`config.mk`:
```
export PLATFORM = sky130hd
export DESIGN_NAME = fspa_ram
export DESIGN_NICKNAME = d
export VERILOG_FILES = /design/src/fspa_ram.sv
export SDC_FILE = /design/constraint.sdc
export NUM_CORES = 1
export LEC_CHECK = 0
export ABC_AREA = 1
export BUFFER_PORTS_ARGS = -buffer_cell sky130_fd_sc_hd__buf_2
export CAP_MARGIN = 0
export CORE_UTILIZATION = 40
export DETAILED_ROUTE_END_ITERATION = 10
export PLACE_DENSITY = 0.55
export SLEW_MARGIN = 20
export SYNTH_ARGS = -nofsm -noshare
export SYNTH_HDL_FRONTEND = slang
export SYNTH_SLANG_ARGS = --single-unit
```
`constraint.sdc`:
```
create_clock -name clk -period 1.7 [get_ports clk]
set_input_delay 0.085 -clock clk [delete_from_list [all_inputs] [get_ports clk]]
set_output_delay 0.085 -clock clk [all_outputs]
set_load 0.01 [all_outputs]
```
`src/fspa_ram.sv`:
```
`timescale 1ns / 1ps
// fspa_ram: generic simple dual port ram, one write and one registered read port
// no dependencies

module fspa_ram #(
  parameter int WIDTH = 8,
  parameter int DEPTH = 16
) (
  input  logic                     clk,
  input  logic                     wr_en,
  input  logic [$clog2(DEPTH)-1:0] wr_addr,
  input  logic [WIDTH-1:0]         wr_data,
  input  logic                     rd_en,
  input  logic [$clog2(DEPTH)-1:0] rd_addr,
  output logic [WIDTH-1:0]         rd_data
);

  logic [WIDTH-1:0] mem [DEPTH];

  always_ff @(posedge clk) begin
    if (wr_en) begin
      mem[wr_addr] <= wr_data;
    end
    if (rd_en) begin
      rd_data <= mem[rd_addr];
    end
  end

endmodule

```
==> impl_metrics.xml <==
<?xml version="1.0" encoding="UTF-8"?>
<metrics>
  <group name="grt">
    <metric name="first_global_vias" unit="">3650</metric>
    <metric name="grt_pass1_wl" unit="um">20200</metric>
    <metric name="globalRoute.totalOverflow" unit="">0</metric>
    <metric name="grt_use_total" unit="%">19.1</metric>
    <metric name="grt_start_max_net_pins" unit="">58</metric>
    <metric name="grt_antenna_before_repair" unit="">0</metric>
  </group>
  <group name="setup_path">
    <metric name="rrSetupSlack" unit="ns">0.55</metric>
    <metric name="cp-end-kind" unit="">flip-flop</metric>
    <metric name="crit_path_max_fanout" unit="">1</metric>
    <metric name="crit_type" unit="">reg -&gt; reg</metric>
    <metric name="slowest_cell_on_crit_path" unit="">edfxtp_1</metric>
    <metric name="number_of_cell_instances_on_the_worst_register_to_register_path" unit="">6</metric>
    <metric name="startpoint_type" unit="">flip-flop</metric>
    <metric name="cp_common_cell" unit="">nand3_1</metric>
    <metric name="r2r_end" unit="">rd_data[2]</metric>
    <metric name="required" unit="ns">1.85</metric>
    <metric name="timing.rr.start" unit="">mem[1][2]</metric>
    <metric name="critPathMaxStageDelay" unit="ns">0.36</metric>
    <metric name="timing.critical_path.arrival" unit="ns">1.30</metric>
    <metric name="crit_path_cells" unit="">inv_1 &gt; nand2_1 &gt; nand3_1 &gt; nand3_1 &gt; nand3_1 &gt; nand2_1</metric>
  </group>
  <group name="yosys">
    <metric name="yosysSeqAreaShare" unit="%">69.8</metric>
    <metric name="synthesis.nets" unit="">570</metric>
    <metric name="yosys.cell_types.count" unit="">11</metric>
    <metric name="synthCells" unit="">551</metric>
    <metric name="mappedNetlistArea" unit="sq um">5850</metric>
    <metric name="synth.ff_latch_count" unit="">136</metric>
    <metric name="average_size_of_a_mapped_cell" unit="sq um">10.6</metric>
    <metric name="ys_top_cells_by_area" unit="">edfxtp_1, nand2_1, nand3_1, inv_1, buf_6</metric>
    <metric name="synth-warning-count" unit="">0</metric>
    <metric name="synth_top_cell_by_area" unit="">edfxtp_1</metric>
    <metric name="post-synth-top-area-fraction" unit="%">69.8</metric>
  </group>
  <group name="clock_tree">
    <metric name="clock_sink_count" unit="">136</metric>
    <metric name="clk_path_buf_depth" unit="">2</metric>
    <metric name="htree_levels" unit="">4</metric>
    <metric name="cts_tree" unit="">yes</metric>
    <metric name="cts_root_buf" unit="">clkbuf_16</metric>
    <metric name="post_cts_hold_buffer_count" unit="">0</metric>
    <metric name="cts_made_buffers" unit="">17</metric>
    <metric name="post_cts.repair.setup_buffers" unit="">0</metric>
    <metric name="worstSkewPairLatency" unit="ns">0.42</metric>
    <metric name="postcts_resize_cnt" unit="">0</metric>
    <metric name="clkSlewWorstSetupHoldPaths" unit="ns">0.06</metric>
  </group>
  <group name="placed_design">
    <metric name="place_congestion" unit="">0.823</metric>
    <metric name="dpl.hpwl" unit="um">8230</metric>
    <metric name="port-buffer-count" unit="">26</metric>
  </group>
  <group name="layout">
    <metric name="final_layout_size_suffix_gt1_share" unit="%">13.4</metric>
    <metric name="nets" unit="">616</metric>
    <metric name="synthToLayoutAreaGrowth" unit="%">16.9</metric>
    <metric name="n_antenna_cell" unit="">0</metric>
    <metric name="final_common_cell" unit="">nand2_1</metric>
    <metric name="n_fill_cell" unit="">1318</metric>
    <metric name="layout_common_cells" unit="">nand2_1, edfxtp_1, inv_1</metric>
  </group>
  <group name="power">
    <metric name="power.net_switching" unit="W">0.00166</metric>
    <metric name="power.static_leakage" unit="nW">2.95</metric>
    <metric name="power_density_normalized_to_cell_area" unit="nW/um^2">1150</metric>
    <metric name="clkPwrFrac" unit="%">45.9</metric>
    <metric name="max-vdd-ir-drop" unit="mV">0.622</metric>
    <metric name="power_switching_share" unit="%">21.2</metric>
    <metric name="seq_power_share" unit="%">48.4</metric>
    <metric name="comb_power_share" unit="%">5.7</metric>
    <metric name="p_int" unit="W">0.00620</metric>
    <metric name="total_power" unit="W">0.00786</metric>
  </group>
  <group name="drt">
    <metric name="drcViolationCount" unit="">0</metric>
    <metric name="drt-initial-drc-count" unit="">263</metric>
    <metric name="drt_wl_total" unit="um">12900</metric>
    <metric name="vias" unit="">3859</metric>
    <metric name="drtPass1Iterations" unit="">5</metric>
    <metric name="wl_per_cell" unit="um">16.3</metric>
    <metric name="final_antenna_net_count" unit="">0</metric>
    <metric name="via_cell_ratio" unit="">4.88</metric>
  </group>
  <group name="hold_path">
    <metric name="min_from" unit="">rd_en</metric>
    <metric name="worst_hold_path_type" unit="">in -&gt; reg</metric>
    <metric name="whs_endpoint" unit="">rd_data[0]</metric>
    <metric name="worst_hold_path.num_cells" unit="">1</metric>
  </group>
  <group name="run">
    <metric name="cap_violations" unit="">0</metric>
  </group>
  <group name="timing">
    <metric name="final-hold-violation-count" unit="">0</metric>
    <metric name="tns" unit="ns">0</metric>
    <metric name="final_max_tran_viols" unit="">0</metric>
    <metric name="setup_viol" unit="">0</metric>
    <metric name="worst_clock_skew" unit="ns">0.00553</metric>
    <metric name="slew-limit-headroom" unit="%">56.6</metric>
    <metric name="grt_setup_unrepaired" unit="">false</metric>
    <metric name="max_freq" unit="MHz">869</metric>
    <metric name="timing_worst_slew_pin_value" unit="ns">0.650</metric>
    <metric name="timing.final.crit_share" unit="%">67.7</metric>
    <metric name="finalWorstPathRequiredPeriod" unit="ns">1.15</metric>
  </group>
  <group name="status">
    <metric name="status" unit="">finished, final reports clean</metric>
  </group>
  <group name="floorplanning">
    <metric name="coreArea" unit="sq um">14100</metric>
    <metric name="design.die.area" unit="sq um">15100</metric>
    <metric name="row_count" unit="">43</metric>
    <metric name="boundaryPins" unit="">27</metric>
    <metric name="floorplan.initialDensity" unit="%">41.5</metric>
    <metric name="dieWidth" unit="um">123</metric>
    <metric name="die_height" unit="um">123</metric>
  </group>
</metrics>
## sequential cells by signal, indices dropped and copies added (netlist names)
register  cells
mem         128
rd_data       8
## routing by layer
layer	GRT usage, %	share of wire (%)
met1	26.7	48
met2	28.8	46
met3	5.07	5.2
met4	6.40	1.3
met5	0	0
## power by group through the flow
| stage | Clock, W | Sequential, W | Combinational [W] |
|---|---|---|---|
| final | 0.00361 | 0.00381 | 0.000449 |
| after global routing | 0.00379 | 0.00381 | 0.000507 |
| after CTS | 0.00368 | 0.00381 | 0.000457 |
| after detailed placement | 0 | 0.00387 | 0.000455 |
| after global placement | 0 | 0.00387 | 0.000448 |
| after floorplan | 0 | 0.00387 | 0.000265 |
## metrics by stage
step           util [%]  setup slack (ns)  instances  instance area, sq um  hold slack (ns)
2_1_floorplan         -             0.664        551                  5850            0.184
4_1_cts            48.5             0.532        790                  6840           0.0209
3_5_place_dp       44.3             0.304        758                  6250            0.464
6_report           48.5             0.549        790                  6840           0.0407
3_3_place_gp       44.3             0.320        758                  6250            0.469
5_1_grt            48.5             0.448        790                  6840           0.0288
## cells by family after synthesis
kind of cell  share of synthesized area [%]
flops                                  69.8
simple gates                           20.8
buf+inv                                9.39
## worst max-delay path, delay by kind of cell (launching register included)
kind	cells	cell delay [ns]
and+or+nand+nor	5	0.47
DFF	1	0.36
buffers and inverters	1	0.06
## layout make-up
type / instances / area, sq um / share of cell area [%]
clock inverters: 14 / 158 / 2.31
flip-flops and latches: 136 / 4080 / 59.7
multi-input cells: 289 / 1210 / 17.8
well taps: 180 / 225 / 3.29
repair buffers: 51 / 343 / 5.02
inverters: 102 / 383 / 5.60
clock buffers: 18 / 429 / 6.28
## Yosys cell counts
master and instances:
buf_1 1, buf_2 13, buf_4 4, buf_6 6
edfxtp_1 136, inv_1 100, inv_2 2, nand2_1 173
nand3_1 97, nand3b_1 2, nor2_1 17
## worst max-delay path by stage
stage	start	endpoint	slack (ns)	cells after the start
2_1_floorplan	wr_addr[2]	mem[10][0]	0.66	2
3_3_place_gp	rd_addr[0]	rd_data[2]	0.32	7
3_5_place_dp	rd_addr[0]	rd_data[2]	0.30	7
4_1_cts	mem[1][2]	rd_data[2]	0.53	6
5_1_grt	mem[1][2]	rd_data[2]	0.45	6
6_report	mem[1][2]	rd_data[2]	0.55	6
(Power assumes the default switching activity.)
