File: src/fspa_pkg.sv
`timescale 1ns / 1ps
// fspa_pkg: widths, codes and shared types of the fixed slot pool allocator
// used by the top level, the divider and the checker; no dependencies

package fspa_pkg;

  // pool geometry
  localparam int SLOTS   = 1024;
  localparam int SLOT_W  = $clog2(SLOTS);
  localparam int LINK_W  = SLOT_W + 1;     // link or slot count, holds SLOTS itself

  // field widths
  localparam int ADDR_W    = 48;
  localparam int BYTES_W   = 32;
  localparam int SIZE_W    = 13;
  localparam int ALIGN_W   = 8;
  localparam int COUNT_W   = 11;
  localparam int OP_W      = 2;
  localparam int CFG_IDX_W = 2;
  localparam int PROD_W    = SLOT_W + SIZE_W;

  localparam logic [COUNT_W-1:0] COUNT_MAX = '1;

  // reset register values
  localparam logic [ADDR_W-1:0]  POOL_BASE_RST  = '0;
  localparam logic [BYTES_W-1:0] POOL_BYTES_RST = BYTES_W'(65536);
  localparam logic [SIZE_W-1:0]  OBJ_SIZE_RST   = SIZE_W'(64);
  localparam logic [ALIGN_W-1:0] OBJ_ALIGN_RST  = ALIGN_W'(8);

  // configuration register indexes
  localparam logic [CFG_IDX_W-1:0] CFG_POOL_BASE  = 2'd0;
  localparam logic [CFG_IDX_W-1:0] CFG_POOL_BYTES = 2'd1;
  localparam logic [CFG_IDX_W-1:0] CFG_OBJ_SIZE   = 2'd2;
  localparam logic [CFG_IDX_W-1:0] CFG_OBJ_ALIGN  = 2'd3;

  // operation codes
  typedef enum logic [OP_W-1:0] {
    OP_ALLOC = 2'd0,
    OP_FREE  = 2'd1,
    OP_CLEAR = 2'd2
  } op_t;

  // result status codes
  localparam logic ST_DONE      = 1'b0;
  localparam logic ST_EXHAUSTED = 1'b1;

  // divider handshake
  typedef struct packed {
    logic               start;
    logic [BYTES_W-1:0] dividend;
    logic [SIZE_W-1:0]  divisor;
  } div_req_t;

  typedef struct packed {
    logic               done;
    logic [BYTES_W-1:0] quotient;
  } div_rsp_t;

endpackage

File: src/fspa_div.sv
`timescale 1ns / 1ps
// fspa_div: restoring divider, one quotient bit per cycle
// depends on fspa_pkg for widths and the request and response structs

module fspa_div import fspa_pkg::*; (
  input  logic     clk,
  input  logic     rst_n,
  input  div_req_t req,
  output div_rsp_t rsp
);

  localparam int CNT_W = $clog2(BYTES_W);

  logic               busy_r;
  logic               done_r;
  logic [CNT_W-1:0]   cnt_r;
  logic [BYTES_W-1:0] num_r;     // dividend bits shift out, quotient bits shift in
  logic [SIZE_W-1:0]  rem_r;
  logic [SIZE_W-1:0]  den_r;

  logic [SIZE_W:0]    trial;
  logic               q_bit;
  logic [SIZE_W:0]    trial_diff;

  assign trial      = {rem_r, num_r[BYTES_W-1]};
  assign q_bit      = (trial >= {1'b0, den_r});
  assign trial_diff = trial - {1'b0, den_r};

  always_ff @(posedge clk) begin
    if (!rst_n) begin
      busy_r <= 1'b0;
      done_r <= 1'b0;
      cnt_r  <= '0;
    end else begin
      done_r <= 1'b0;
      if (req.start) begin
        busy_r <= 1'b1;
        cnt_r  <= '0;
        num_r  <= req.dividend;
        den_r  <= req.divisor;
        rem_r  <= '0;
      end else if (busy_r) begin
        num_r <= {num_r[BYTES_W-2:0], q_bit};
        rem_r <= q_bit ? trial_diff[SIZE_W-1:0] : trial[SIZE_W-1:0];
        cnt_r <= cnt_r + CNT_W'(1);
        if (cnt_r == CNT_W'(BYTES_W - 1)) begin
          busy_r <= 1'b0;
          done_r <= 1'b1;
        end
      end
    end
  end

  assign rsp.done     = done_r;
  assign rsp.quotient = num_r;

endmodule

File: config.mk
export PLATFORM = sky130hd
export DESIGN_NAME = fspa_div
export DESIGN_NICKNAME = d
export VERILOG_FILES = /design/src/fspa_pkg.sv /design/src/fspa_div.sv
export SDC_FILE = /design/constraint.sdc
export NUM_CORES = 1
export LEC_CHECK = 0
export BUFFER_PORTS_ARGS = -buffer_cell sky130_fd_sc_hd__buf_2
export CAP_MARGIN = 20
export CELL_PAD_IN_SITES_DETAIL_PLACEMENT = 1
export CELL_PAD_IN_SITES_GLOBAL_PLACEMENT = 2
export CORE_MARGIN = 5
export CORE_UTILIZATION = 38
export CTS_BUF_LIST = sky130_fd_sc_hd__clkbuf_8 sky130_fd_sc_hd__clkbuf_16
export CTS_CLUSTER_DIAMETER = 30
export DETAILED_ROUTE_END_ITERATION = 10
export HOLD_SLACK_MARGIN = 0.08
export PLACE_DENSITY = 0.87
export SLEW_MARGIN = 20
export SYNTH_ARGS = -nofsm -noshare
export SYNTH_HDL_FRONTEND = slang
export SYNTH_SLANG_ARGS = --single-unit
File: constraint.sdc
create_clock -name clk -period 3.86 [get_ports clk]
set_input_delay 0.579 -clock clk [delete_from_list [all_inputs] [get_ports clk]]
set_output_delay 0.579 -clock clk [all_outputs]
set_load 0.01 [all_outputs]
==> reports/qor.yml, run 1 <==
power_and_ir_drop:
  seq_power_share_pct: 48.0
  vdd_ir_drop_max_uv: 226
  p_sw_uw: 484
  powerDensity_nw_per_um2: 450
  leakage_nw: 1.68
  power_frac_comb_pct: 19.3
  clkPwrFrac_pct: 32.7
  internal_power_mw: 1.30
  power_mw: 1.78
  swShare_pct: 27.1
synth:
  ys_seq_area_share_pct: 57.5
  ys_seq_elements: 65
  synth_edf_count: 58
  synthTopCellsByArea: "edfxtp_1 53%, mux2_2 11%, ha_1 5.7%"
  syn_nets: 313
  syn_area_um2: 3270
  synth-async-reset-ratio_pct: 0
  synth_top_cell_by_area: "edfxtp_1"
  synth_top_area_share_pct: 53.2
  synth_cells: 249
  synthDistinctLibCells: 44
  ys.flop_type: "edfxtp_1"
  yosysMostFrequentCell: "edfxtp_1"
  yosysWarnings: 0
  avgSynthCellArea_um2: 13.2
  synth_commonest_cells: "58 x edfxtp_1, 31 x mux2_2, 21 x nor2_1"
timing:
  min_period_ps: 2960
  fmax_mhz: 338
  hold_viol_final: 0
  period_share_pct: 76.7
  drv_slew: 0
  finalSetupViolations: 0
  setup-tns-final_ps: 0
  finClkSkew_ps: 11.1
  rsz0062_at_grt: "false"
  worst_slew_pin_slew_ps: 799
  slew_headroom_pct: 46.8
critical_path:
  required_ps: 3910
  startpoint: "num_r[31]"
  crit_path_start_kind: "flop"
  cp_slowest_cell: "a21o_1"
  rr_startpoint: "num_r[31]"
  cp.arrival_ps: 3010
  r2r.worst_path.cells: 10
  r2r_slack_ps: 900
  r2r-end: "rem_r[9]"
  worst_path_largest_cell_delay_ps: 460
  crit_cells: 10
  critPathMaxFanout: 18
  cp-end-kind: "flop"
  cpLargestDelayFamily: "compound AO/OA/AOI/OAI gates"
  cp_cell_sequence: "inv_1 > ha_1 > inv_1 > fa_1 > a21o_1 > a221oi_2 > o21ai_2 > a21o_1 > nand2_1 > o22ai_1"
  path_buf_inv: 2
  path_class: "flop to flop"
global_route:
  grt_max_degree: 44
  antenna_found_initial: 0
  gr-total-overflow: 0
  grt_pass1_vias: 2479
  groute.usage.overall_pct: 15.0
  grt_pass1_wl_um: 12100
clocking:
  root_buffer: "clkbuf_8"
  cts.clk_slew.worst_paths_ps: 80
  cts_buffers: 9
  h-tree-depth: 3
  clock_latency_ps: 350
  clock_sinks: 65
  cts_resized: 0
  postCtsSetupBuffers: 0
  clockBufferDepth: 2
  ctsHoldBuffers: 0
  cts_tree: "built"
finish:
  area_growth_pct: 21.1
  final_net_count: 396
  drive_gt1_share_pct: 39.8
  n_antenna_cell: 0
detailed_routing:
  drtIter0Drc: 58
  route.detailed.drc: 0
  wl_per_cell_um: 16.7
  vias: 2227
  ant_nets: 0
  dr.pass1.iters: 4
  wirelength_um: 7370
  via_per_inst: 5.04
place:
  port_buffers: 80
  dpl.hpwl_um: 5300
  routabilityCongestion: 0.764
job:
  drv_cap: 0
floorplan:
  dieArea_um2: 10600
  row_count: 33
  core_um2: 8300
  ioPinCount: 81
  dieHeight_um: 103
  die_x_um: 103
  start_util_pct: 39.5
worst_hold_path:
  hold_path.class: "primary input to flop"
  hp-start: "req[7]"
  holdPathEnd: "den_r[7]"
  min_path_cells: 1
run_status:
  status: "finished, final reports clean"
==> metal layers <==
metal,vias up,routed length [um],global-route usage [%]
li1,1078,-,-
met1,1071,3180,18.1
met3,10,684,8.05
met4,0,91,4.18
met2,68,3410,23.5
met5,-,0,0
==> sequential cells by signal, summed over array words and instances (netlist names) <==
name and cells:
busy_r 1, num_r 32, done_r 1, cnt_r 5, rem_r 13, den_r 13
==> logic make-up after synthesis <==
family	after synthesis	share of synthesized area [%]
AO/OA/AOI/OAI	36	8.06
multiplexers	41	13.9
adder cells (fa/ha/maj)	16	6.34
buffers and inverters	29	4.01
XOR/XNOR	12	3.21
flip-flops	65	57.5
AND/OR/NAND/NOR	50	7.03
==> worst max path at each step <==
stage,to,slack [ps]
detailed placement,rem_r[8],880
CTS,rem_r[9],840
global route,rem_r[9],640
finish,rem_r[9],900
global placement,num_r[0],1010
floorplan,num_r[0],1180
==> cells in the final DEF (no fill, tap or decap), types with 5 or more instances in the layout <==
master and count:
inv_1 21, a21oi_1 5, ha_1 15, o21ai_0 5, a21o_1 5, xnor2_1 10, edfxtp_1 58, buf_2 80
mux2_2 31, nand2_1 10, mux2i_1 9, clkbuf_8 9, dfxtp_1 7, nor2_1 21
==> final cells by class <==
class	count	area, um2
Timing Repair Buffer	82	415
Tap cell	105	131
Inverter	19	71.3
Sequential cell	65	1880
Fill cell	914	4340
Multi-Input combinational cell	155	1260
Clock buffer	11	174
Clock inverter	5	27.5
==> metrics by stage <==
stage	worst slack [ps]	instances	util, %	instance area, um2	hold slack (ps)
after CTS	844	442	47.8	3960	380
after floorplan	1180	249	-	3270	467
after detailed placement	878	426	45.3	3760	503
after global routing	638	442	47.8	3960	379
after global placement	1010	426	45.3	3760	481
final	899	442	47.8	3960	402
==> power by group through the flow <==
stage | Combinational, mW | Sequential [mW] | Clock [mW]
floorplan | 0.247 | 0.876 | 0
CTS | 0.351 | 0.858 | 0.605
global route | 0.389 | 0.863 | 0.630
finish | 0.344 | 0.857 | 0.584
global placement | 0.341 | 0.871 | 0
detailed placement | 0.349 | 0.873 | 0
Power figures use the tool's default switching activity.
==> run 2, diff against run 1 <==
Settings changed: ABC_AREA set to 1, CORE_UTILIZATION 38 to 29, PLACE_DENSITY 0.87 to 0.79.
Clock period 3.86 ns to 2.4 ns, I/O delays scaled along.
==> run 2 against run 1 <==
Compared with the run above: setup slack worse by 680 ps; combinational power is 120% higher; hold slack worse by 200 ps; clock skew is 6.0 ps lower; core utilization is 11 points lower; first-iteration DRC count is 67% higher; synthesized cell count is 64% higher; sequential share of layout area is 4.6 points lower; largest power group unchanged; register-to-register slack worse by 680 ps; critical endpoint is now rem_r[10].
==> reports/qor.yml, run 2 <==
finish:
  stdcell_area_um2: 4390
  final_common_cell: "nand2_1"
  regMostFlops: "num_r"
  n_antenna_cell: 0
  final_net_count: 562
  area_growth_pct: 25.1
  final_cell_mix: "162 x nand2_1, 80 x buf_2, 58 x edfxtp_1, 51 x inv_1, 43 x nor2_1"
  final_core_util_pct: 36.7
  drive_gt1_share_pct: 23.9
  layout_top_registers: "num_r: 32 flops, den_r: 13 flops, rem_r: 13 flops"
  largest_register_ffs: 32
  fill_cells: 1452
critical_path:
  path_class: "flop to flop"
  critPathMaxFanout: 19
  cp.arrival_ps: 2270
  crit_path_start_kind: "flop"
  r2r_slack_ps: 220
  cp-end-kind: "flop"
  required_ps: 2490
synth:
  yosysMostFrequentCell: "nand2_1"
  synth_top_cell_by_area: "edfxtp_1"
  avgSynthCellArea_um2: 8.58
  ys.flop_type: "edfxtp_1"
  synth-async-reset-ratio_pct: 0
  syn_nets: 473
  synthTopCellsByArea: "edfxtp_1 50%, nand2_1 17%, ha_1 5.3%"
  syn_area_um2: 3510
  yosysWarnings: 0
  synth_cells: 409
  ys_seq_area_share_pct: 53.6
  synth_top_area_share_pct: 49.6
  synth_edf_count: 58
  synth_commonest_cells: "163 x nand2_1, 58 x edfxtp_1, 48 x inv_1"
  synthDistinctLibCells: 31
  ys_seq_elements: 65
floorplan:
  row_count: 40
  core_um2: 12000
  dieArea_um2: 14400
  die_x_um: 120
  start_util_pct: 29.3
  ioPinCount: 81
  dieHeight_um: 120
global_route:
  grt_max_degree: 46
  grt_pass1_wl_um: 15300
  antenna_found_initial: 1
  gr-total-overflow: 0
  grt_pass1_vias: 3128
  groute.usage.overall_pct: 13.6
place:
  place_area_um2: 4110
  dpl.hpwl_um: 7140
  dp_slack_ps: 16.1
  port_buffers: 80
  routabilityCongestion: 0.772
detailed_routing:
  wl_per_cell_um: 14.3
  vias: 2919
  route.detailed.drc: 0
  met3WireLength_um: 724
  ant_nets: 0
  drtIter0Drc: 97
  maxUsedRoutingLayer: "met5"
  m1WireLength_um: 4130
  via_per_inst: 4.49
  wl_met2_um: 4300
  dr.pass1.iters: 4
  wirelength_um: 9270
power_and_ir_drop:
  powerDensity_nw_per_um2: 763
  leakage_nw: 2.14
  vdd_ir_drop_max_uv: 320
timing:
  drv_slew: 0
  period_share_pct: 90.8
  setup-tns-final_ps: 0
  hold_viol_final: 0
  finalSetupViolations: 0
  setup_slack_ps: 221
  fmax_mhz: 459
  rsz0062_at_grt: "false"
  slew_headroom_pct: 73.5
  worst_slew_pin_slew_ps: 397
  finClkSkew_ps: 5.08
  min_period_ps: 2180
clocking:
  cts_tree: "built"
  root_buffer: "clkbuf_16"
  h-tree-depth: 3
  clock_sinks: 65
  cts_buffers: 9
  clockBufferDepth: 2
  ctsHoldBuffers: 0
  cts.clk_slew.worst_paths_ps: 60
  clock_latency_ps: 330
worst_hold_path:
  hold_path.class: "primary input to flop"
job:
  drv_cap: 0
run_status:
  status: "finished, final reports clean"
## run 2: cell types whose count changed in the layout (fill, tap and decap cells not counted), sizes merged, moves of 6 or more
| cell | before | now |
|---|---|---|
| inv | 22 | 52 |
| nor2 | 21 | 46 |
| xnor2 | 10 | 2 |
| buf | 82 | 90 |
| o21ai | 6 | 12 |
| mux2 | 32 | 0 |
| nand3 | 3 | 19 |
| mux2i | 9 | 0 |
| nand2 | 10 | 165 |
## run 2: timing repair
action,CTS,global route
buffers inserted,1,0
pin swaps,0,0
gates resized for setup,0,3
endpoints found under the setup margin,1,7
## run 2: routing by layer
| metal | track usage (%) | vias to the layer above |
|---|---|---|
| met5 | 0 | - |
| met1 | 16.6 | 1351 |
| met2 | 21.4 | 68 |
| li1 | - | 1488 |
| met4 | 4.29 | 2 |
| met3 | 6.27 | 10 |
## run 2: area by class of cell
class / instances / area [um2] / area share (%)
Timing Repair Buffer: 90 / 500 / 11.4
Multi-Input combinational cell: 283 / 1380 / 31.4
Clock buffer: 9 / 225 / 5.13
Sequential cell: 65 / 1880 / 42.9
Inverter: 49 / 186 / 4.25
Tap cell: 147 / 184 / 4.19
Clock inverter: 7 / 31.3 / 0.713
## run 2: worst paths after layout
check	endpoint	start	depth (start not counted)
worst min-delay path	den_r[7]	req[7]	1
worst max-delay path	rem_r[10]	num_r[31]	15
worst min register to register	cnt_r[4]	cnt_r[4]	2
worst max register to register	rem_r[10]	num_r[31]	15
## run 2: worst max-delay path, stage by stage (launching register included)
cell and delay (ps):
edfxtp_1 390, inv_1 70, ha_1 130, inv_1 80, fa_2 370, nand2_1 80
nand2_1 80, nand3_2 70, nand2_2 90, nand2_2 90, nand3_4 80, buf_12 170
nand2_1 80, nand2_1 60, nand2_1 50, inv_1 40
## run 2: power by group
part / internal, mW / total, mW / switching, mW
clock: 0.677 / 1.14 / 0.465
combinational: 0.296 / 0.774 / 0.478
sequential: 1.37 / 1.43 / 0.0615
## run 2: logic make-up after synthesis
family / count (synthesis) / share of synthesized area, %
AOI/OAI and AO/OA: 24 / 4.63
DFF: 65 / 53.6
xor gates and xnor gates: 5 / 1.25
and+or+nand+nor: 238 / 27.4
buffers and inverters: 61 / 7.20
adders and majority gates: 16 / 5.92
## run 2: through the flow
stage                     cells  power, mW  hold slack, ps
after floorplan             409       1.97             444
after global placement      633       2.20             456
after detailed placement    633       2.22             471
after CTS                   650       3.40             187
after global routing        650       3.57             180
final                       650       3.35             201
==> run 3, diff against run 2 <==
Settings changed: ABC_AREA 1 to not set, CORE_UTILIZATION 29 to 32, PLACE_DENSITY 0.79 to 0.78.
==> run 3 against run 2 <==
Compared with the run above: the flow now finishes with violations (negative setup slack); clock power barely moved; flip-flop and latch count did not move; routed wire length fell by 18%; setup slack got worse by 350 ps; sequential share of layout area rose by 1.1 points; register-to-register slack got worse by 350 ps; die area fell by 14%; count of clock-buffer cells in the layout did not move; combinational power fell by 14%; first-iteration DRC count fell by 41%; core utilization rose by 5.5 points; sequential power fell by 3%; critical path type unchanged; largest cell class unchanged.
==> reports/qor.yml, run 3 (synthesis gave the netlist of run 1 again) <==
worst_hold_path:
  min_path_cells: 1
  hold_path.class: "primary input to flop"
timing:
  setup-tns-final_ps: -982
  drv_slew: 0
  timing.hold.ws_ps: 187
  period_share_pct: 106
  finalSetupViolations: 14
  hold_viol_final: 0
  worst_slew_pin_slew_ps: 361
  min_period_ps: 2530
  setup_slack_ps: -132
  fmax_mhz: 395
  rsz0062_at_grt: "true"
  finClkSkew_ps: 7.45
  slew_headroom_pct: 75.9
clocking:
  cts_tree: "built"
  root_buffer: "clkbuf_8"
  clock_sinks: 65
  cts_buffers: 9
  cts.clk_slew.worst_paths_ps: 80
  clockBufferDepth: 2
  clock_latency_ps: 340
  h-tree-depth: 3
finish:
  final_core_util_pct: 42.2
  layout_top_registers: "num_r: 32 flops, den_r: 13 flops, rem_r: 13 flops"
  final_common_cell: "buf_2"
  regMostFlops: "num_r"
  n_antenna_cell: 0
  final_cell_mix: "80 x buf_2, 58 x edfxtp_1, 31 x mux2_2, 19 x nor2_1, 18 x inv_1"
  final_net_count: 415
  area_growth_pct: 30.7
  largest_register_ffs: 32
  drive_gt1_share_pct: 46.6
global_route:
  grt_max_degree: 38
  groute.usage.overall_pct: 12.7
  grt_pass1_vias: 2578
  antenna_found_initial: 1
  gr-total-overflow: 0
  grt_pass1_wl_um: 12400
critical_path:
  r2r.worst_path.cells: 10
  cp_slowest_cell: "or4_1"
  crit_cells: 10
  cp_cell_sequence: "inv_1 > ha_2 > inv_2 > fa_2 > a21o_1 > a221oi_4 > nor3_1 > or4_1 > nand3_1 > a21oi_1"
  worst_path_largest_cell_delay_ps: 470
  cpLargestDelayFamily: "simple AND/OR/NAND/NOR gates"
  path_buf_inv: 2
  cp.arrival_ps: 2630
  critPathMaxFanout: 4
  crit_path_start_kind: "flop"
  cp-end-kind: "flop"
  path_class: "flop to flop"
  required_ps: 2500
job:
  drv_cap: 0
detailed_routing:
  route.detailed.drc: 0
  dr.pass1.iters: 4
  via_per_inst: 4.66
  ant_nets: 0
  wirelength_um: 7610
  drtIter0Drc: 57
  vias: 2295
  wl_per_cell_um: 15.5
power_and_ir_drop:
  vdd_ir_drop_max_uv: 393
  leakage_nw: 1.80
  powerDensity_nw_per_um2: 743
place:
  port_buffers: 80
  dp_slack_ps: -162
  routabilityCongestion: 0.729
  dpl.hpwl_um: 5750
floorplan:
  die_x_um: 111
  core_um2: 10100
  dieHeight_um: 111
  row_count: 37
  ioPinCount: 81
  start_util_pct: 32.3
  dieArea_um2: 12400
run_status:
  status: "finished, violations left"
  violations: "negative setup slack"
## run 3: area by class of cell
class	instances	area (um2)
multi-input combinational	155	1330
timing repair buffer	101	582
clock buffer	9	124
clock inverter	7	119
inverter	19	71.3
sequential	65	1880
fill	1094	5860
tap	136	170
## run 3: report_power, final
group / leakage (nW) / total, mW / switching (mW) / internal, mW
registers: 0.611 / 1.38 / 0.0413 / 1.34
logic: 1.07 / 0.666 / 0.333 / 0.333
clock network: 0.115 / 1.14 / 0.449 / 0.689
## run 3: repair_timing
item / CTS / global route
resized for setup: 9 / 7
hold buffers: 0 / 0
pin swaps: 1 / 3
setup buffers: 2 / 1
setup endpoints to repair: 14 / 14
## run 3: worst reg2reg max path, stage by stage, from the launching register on
cell and delay (ps):
edfxtp_1 400, inv_1 80, ha_2 170, inv_2 40
fa_2 340, a21o_1 210, a221oi_4 310, nor3_1 110
or4_1 470, nand3_1 100, a21oi_1 60
## run 3: through the flow
stage               area, um2  power, mW  std cells
floorplan                3290       1.81        249
finish                   4280       3.18        492
detailed placement       3950       2.02        473
global placement         3950       2.01        473
CTS                      4240       3.20        491
global route             4280       3.35        492
## run 3: path summary, 6_finish.rpt
| kind | from | to | slack [ps] |
|---|---|---|---|
| setup reg to reg | num_r[31] | rem_r[12] | -130 |
| hold reg to reg | cnt_r[3] | cnt_r[3] | 530 |
| hold / removal | req[0] | den_r[0] | 190 |
| setup / recovery | num_r[31] | rem_r[12] | -130 |
## run 3: routing by layer
layer  GRT usage (%)  vias to the layer above  wire [um]
li1                -                     1119          -
met1            14.0                     1096       3280
met2            20.6                       67       3450
met3            6.44                       11        763
met4            5.35                        2        109
met5               0                        -         13
